## src/hw/rtl/bnrm_pkg.sv

```systemverilog
// ============================================================================
// Binned running mean package
// Shared types and constants for the binned running mean block.
// ============================================================================
package bnrm_pkg;

    // Default number of bins in the table.
    localparam int BINS_DEF = 1024;

    // Saturation value of a bin's sample count.
    localparam logic [31:0] COUNT_MAX = 32'hFFFF_FFFF;

    // The divider produces one quotient bit per cycle over a 33-bit dividend.
    localparam int DIV_STEPS = 33;
    localparam int DIV_CW    = $clog2(DIV_STEPS);

    // One input word.
    typedef struct packed {
        logic        [15:0] bin_index;
        logic signed [31:0] x_sample;
        logic signed [31:0] y_sample;
    } t_in;

    // One result word.
    typedef struct packed {
        logic               index_error;
        logic signed [31:0] mean_value;
        logic        [31:0] sample_count;
        logic signed [31:0] stored_x;
    } t_out;

    // Request to the divider: magnitude of the difference over the count.
    typedef struct packed {
        logic        start;
        logic [32:0] dividend;
        logic [31:0] divisor;
    } t_div_req;

    // Divider status and result.
    typedef struct packed {
        logic        done;
        logic [32:0] quotient;
    } t_div_res;

endpackage

```

## src/hw/rtl/bnrm_div.sv

```systemverilog
// ============================================================================
// Radix-2 restoring divider
// Unsigned 33-bit by 32-bit division, one quotient bit per cycle.
// ============================================================================
module bnrm_div (
    input  logic                i_clk,
    input  logic                i_rst_n,
    input  bnrm_pkg::t_div_req  i_req,
    output bnrm_pkg::t_div_res  o_res
);
    import bnrm_pkg::*;

    logic              r_busy;
    logic              r_done;
    logic [DIV_CW-1:0] r_step;
    logic [31:0]       r_rem;
    logic [32:0]       r_quo;
    logic [31:0]       r_div;

    logic [32:0] trial;
    logic [32:0] diff;
    logic        fits;

    // Shift the next dividend bit into the partial remainder and try a subtract.
    always_comb begin
        trial = {r_rem, r_quo[32]};
        diff  = trial - {1'b0, r_div};
        fits  = (trial >= {1'b0, r_div});
    end

    always_ff @(posedge i_clk) begin
        if (!i_rst_n) begin
            r_busy <= 1'b0;
            r_done <= 1'b0;
            r_step <= '0;
        end else begin
            r_done <= 1'b0;
            if (i_req.start) begin
                r_busy <= 1'b1;
                r_step <= DIV_CW'(DIV_STEPS - 1);
            end else if (r_busy) begin
                if (r_step == '0) begin
                    r_busy <= 1'b0;
                    r_done <= 1'b1;
                end else begin
                    r_step <= r_step - 1'b1;
                end
            end
        end
    end

    always_ff @(posedge i_clk) begin
        if (i_req.start) begin
            r_rem <= '0;
            r_quo <= i_req.dividend;
            r_div <= i_req.divisor;
        end else if (r_busy) begin
            r_rem <= fits ? diff[31:0] : trial[31:0];
            r_quo <= {r_quo[31:0], fits};
        end
    end

    assign o_res.done     = r_done;
    assign o_res.quotient = r_quo;

endmodule

```

## config.mk

```make
export PLATFORM = sky130hd
export DESIGN_NAME = bnrm_div
export DESIGN_NICKNAME = d
export VERILOG_FILES = /design/src/hw/rtl/bnrm_pkg.sv /design/src/hw/rtl/bnrm_div.sv
export SDC_FILE = /design/constraint.sdc
export NUM_CORES = 1
export LEC_CHECK = 0
export BUFFER_PORTS_ARGS = -buffer_cell sky130_fd_sc_hd__buf_2
export CELL_PAD_IN_SITES_DETAIL_PLACEMENT = 1
export CELL_PAD_IN_SITES_GLOBAL_PLACEMENT = 2
export CORE_MARGIN = 4
export CORE_UTILIZATION = 39
export CTS_CLUSTER_SIZE = 12
export DETAILED_ROUTE_END_ITERATION = 8
export GPL_ROUTABILITY_DRIVEN = 0
export HOLD_SLACK_MARGIN = 0.02
export PLACE_DENSITY = 0.82
export SYNTH_ARGS = -nofsm -noshare
export SYNTH_HDL_FRONTEND = slang
export SYNTH_SLANG_ARGS = --single-unit
```

## constraint.sdc

```tcl
create_clock -name i_clk -period 5.1 [get_ports i_clk]
set_input_delay 0.255 -clock i_clk [delete_from_list [all_inputs] [get_ports i_clk]]
set_output_delay 0.255 -clock i_clk [all_outputs]
set_load 0.01 [all_outputs]
```

# == Word-level counts from Yosys, hierarchy flattened ==
# Cells that the tools add are included.
# op_classes
addsub,2
order_cmp,1
n_eq_ne,1
muxes,10
bitwise,3
n_reduce_logical,6
# ops
op,count
two-way mux 33 bit,2
greater-or-equal comparator 33 x 32 -> 1 bit,1
two-way mux 32 bit,1
subtractor 32 bit,1
two-way mux 6 bit,3
zero test 6 bit,1
subtractor 6 x 1 -> 6 bit (second input constant),1
two-way mux 1 bit,4
AND reduction 2 bit,2
NOT 1 bit,3
OR reduction 3 bit,1
!= test 2 bit (second input constant),1
nonzero test 2 bit,1
OR reduction 2 bit,1
# totals
register_bits,105
in_bits,68
out_inout_bits,34
elab_cells,30

# == Longest topological paths before layout ==
# logic_depth
depth_word,4
mapped_depth,15
ltp_nobuf,12

# == Worst setup path after synthesis ==
# OpenSTA, ideal clock, no wires.
# synth_timing
path_kind,reg2reg
start,register r_div[3]
end,"register r_quo[0], data pin"
setup_time_ns,0.260
arrival_ns,2.544
required_time_ns,4.840
path_slack_ns,2.296
path_stages_with_launch,14
path_buffers,2
period_less_slack_ns,2.804
cell_sequence,edfxtp_1 > inv_1 > ha_1 > a21o_1 > a21oi_2 > a2111oi_4 > or2_1 > o21ai_2 > o21ai_2 > a211oi_2 > buf_6 > buf_6 > nor2_2 > mux2_2
# synth_via
elab_chain_len,3
# synth_rtl
item,line,text
from (decl),bnrm_div.sv:18,logic [31:0] r_div;
from (signal assigned),bnrm_div.sv:56,r_div <= i_req.divisor;
greater-or-equal comparator 33 x 32 -> 1 bit,bnrm_div.sv:28,"fits = (trial >= {1'b0, r_div});"
two-way mux 33 bit,bnrm_div.sv:57,end else if (r_busy) begin
two-way mux 33 bit,bnrm_div.sv:53,if (i_req.start) begin
to (signal assigned),bnrm_div.sv:55,r_quo <= i_req.dividend;
to (signal assigned),bnrm_div.sv:59,"r_quo <= {r_quo[31:0], fits};"
to (decl),bnrm_div.sv:17,logic [32:0] r_quo;
# No other way between the ends. The select of a mux whose other input is x is not followed.
# A chain may end at the register's enable or synchronous reset.

# == Final worst setup path ==
# layout_timing
start,register r_div[3]
end,register r_rem[2]
# layout_via
elab_chain_len,2
# layout_rtl
item,line,text
greater-or-equal comparator 33 x 32 -> 1 bit,bnrm_div.sv:28,
two-way mux 32 bit,bnrm_div.sv:58,r_rem <= fits ? diff[31:0] : trial[31:0];
to (signal assigned),bnrm_div.sv:58,
to (decl),bnrm_div.sv:16,logic [31:0] r_rem;
# No other way between the ends.

==> impl_metrics.ini <==
[pwr]
leakage_nw = 2.961
vdd_drop_max_uv = 202.1
finalPower_mw = 2.365
power-per-cell-area_nw_per_um2 = 332.5

[layout]
n_antenna_cell = 0
areaGrowthSynthToFinish_pct = 15.58
final_common_cell = buf_2
stdcell_count = 905
fillers = 1790
final_nets = 792
utilization_pct = 46.44
final_cell_mix = buf_2, edfxtp_1, inv_1
final_layout_size_suffix_gt1_share_pct = 24.78

[clocking]
cts_tree = done
cts_buffers = 9
clockRootBuffer = clkbuf_16
cts_setup_buffers = 0
clock_sinks = 105
clk_latency_ns = 0.36
cts_resized = 0
clkSlewWorstSetupHoldPaths_ns = 0.08
cts_hold_buf = 0
cts_htree_levels = 3
ctsLongestPathBuffers = 2

[logic_synthesis]
async_flop_share_pct = 0
synth_seq_cells = 105
synth_area_leaders = edfxtp_1, dfxtp_1, ha_1
synth_edf_count = 65
syn_avg_cell_area_um2 = 10.14
ys_types = 61
syn-instance-count = 607
yosysSeqAreaShare_pct = 44.73
ys.flop_type = edfxtp_1
yosys.area.top_type = edfxtp_1
ys_warn_count = 0
synth_nets = 710
synth_top_area_share_pct = 31.72
synth_area_um2 = 6153

[routing]
drtIter0Drc = 270
drtPass1Iterations = 4
wl_mm = 16.03
wl_per_cell_um = 17.71
vias = 4875
final_antenna_net_count = 0
drcViolationCount = 0
via_per_inst = 5.387

[worst_setup_path]
crit_start = r_div[3]
worstPathArrival_ns = 3.89
rr_startpoint = r_div[3]
worstSetupEndpointType = register
worstPathMaxFanout = 38
start_kind = register
cp_data_required_time_ns = 5.29
path_class = reg2reg
rr_worst_depth = 12

[timing]
relSlewSlack_pct = 46.40
rsz0062_at_grt = false
fin_setup_tns_ns = 0
finalHoldViolCount = 0
slew_violations = 0
finalCritPeriodShare_pct = 72.40
worst-slew-pin-transition_ns = 0.8039
min_period_ns = 3.693
setup_viol = 0
worst_clock_skew_ns = 0.01414
max_freq_mhz = 270.8

[global_routing]
grt_pass1_wl_mm = 26.57
overflow = 0
first_global_vias = 5195
grt_antenna_before_repair = 0
track_usage_pct = 18.50
grt_max_degree = 61

[worst_hold_path]
min_path_type = in2reg
worstHoldStart = i_req[15]
holdPathStages = 1

[die]
die_width_um = 133.6
ios = 102
die_area_um2 = 17850
std_cell_rows = 45
fp.dieH_um = 133.6
core_um2 = 15310
start_util_pct = 40.18

[run]
maxCapViolCount = 0

[place]
io_buffers = 101
post-dp-hpwl_mm = 11.64
dp.cells = 889

[outcome]
outcome = completed
-- report_power, final --
part / switching [mW] / total [mW] / leakage (nW) / internal, mW
Clock: 0.354 / 0.700 / 0.142 / 0.346
Combinational: 0.380 / 0.631 / 1.85 / 0.250
Sequential: 0.0443 / 1.03 / 0.974 / 0.990
-- critical path: stages, from the launching register on --
cell and delay (ns):
edfxtp_1 0.35, inv_1 0.05, ha_1 0.35, a21o_1 0.21, a21oi_2 0.22, a2111oi_4 0.11
or2_1 0.25, o21ai_2 0.29, o21ai_2 0.13, a211oi_4 0.24, buf_4 0.39, or2_1 0.64
a311oi_1 0.26
-- synthesized netlist by cell type (8+ instances only) --
cell type	number
inv_1	63
a311oi_1	19
clkbuf_1	26
ha_1	34
a21oi_1	35
nand2_1	24
xnor2_1	16
nand3_1	11
nor4_1	22
nor2_1	36
nor3_1	16
o21a_1	12
dfxtp_1	40
mux2_2	34
xor2_1	12
edfxtp_1	65
o21ai_0	15
a21o_1	8
o21bai_1	22
-- layout make-up --
type                            count  area [um^2]  share of cell area [%]
Clock buffer                        9        225.2                   3.167
Clock inverter                      7        70.07                  0.9852
Inverter                           63        236.5                   3.325
Tap cell                          211        264.0                   3.712
Sequential cell                   105         2754                   38.72
Timing Repair Buffer              106        545.5                   7.671
Multi-Input combinational cell    404         3017                   42.42
-- path summary, 6_finish.rpt --
check,slack [ns],end
worst max-delay path,1.41,r_rem[2]
worst min-delay path,0.06,r_div[15]
worst max register to register,1.41,r_rem[2]
worst min register to register,0.48,r_done
-- routing by layer --
layer	routed length, um	GRT usage, %	share of wire [%]	vias up
met5	0	0	0	-
met4	225	5.257	1.4	0
met3	444	3.701	2.8	15
met2	8120	33.13	51	67
met1	7242	22.57	45	2388
li1	-	-	-	2405
-- sequential cells by signal (all words and copies together) (netlist names) --
signal	cells
r_busy	1
r_step	6
r_div	32
r_done	1
r_rem	32
r_quo	33
-- logic make-up after synthesis --
kind of cell	after synthesis	synth area share (%)
AOI/OAI and AO/OA	155	18.56
xor gates and xnor gates	28	3.985
adders and majority gates	35	7.239
buffers and inverters	98	6.405
DFF	105	44.73
muxes	34	6.222
and+or+nand+nor	152	12.85
-- stage by stage --
| stage | instance area (um^2) | hold WS, ns | setup WS, ns |
|---|---|---|---|
| 2_1_floorplan | 6153 | 0.3539 | 2.296 |
| 5_1_grt | 7112 | 0.04122 | 1.158 |
| 3_5_place_dp | 6817 | 0.4337 | 1.443 |
| 6_report | 7112 | 0.05910 | 1.407 |
| 4_1_cts | 7112 | 0.04508 | 1.399 |
| 3_3_place_gp | 6817 | 0.4309 | 1.582 |
Note: power is estimated with default switching activity, not from simulation.
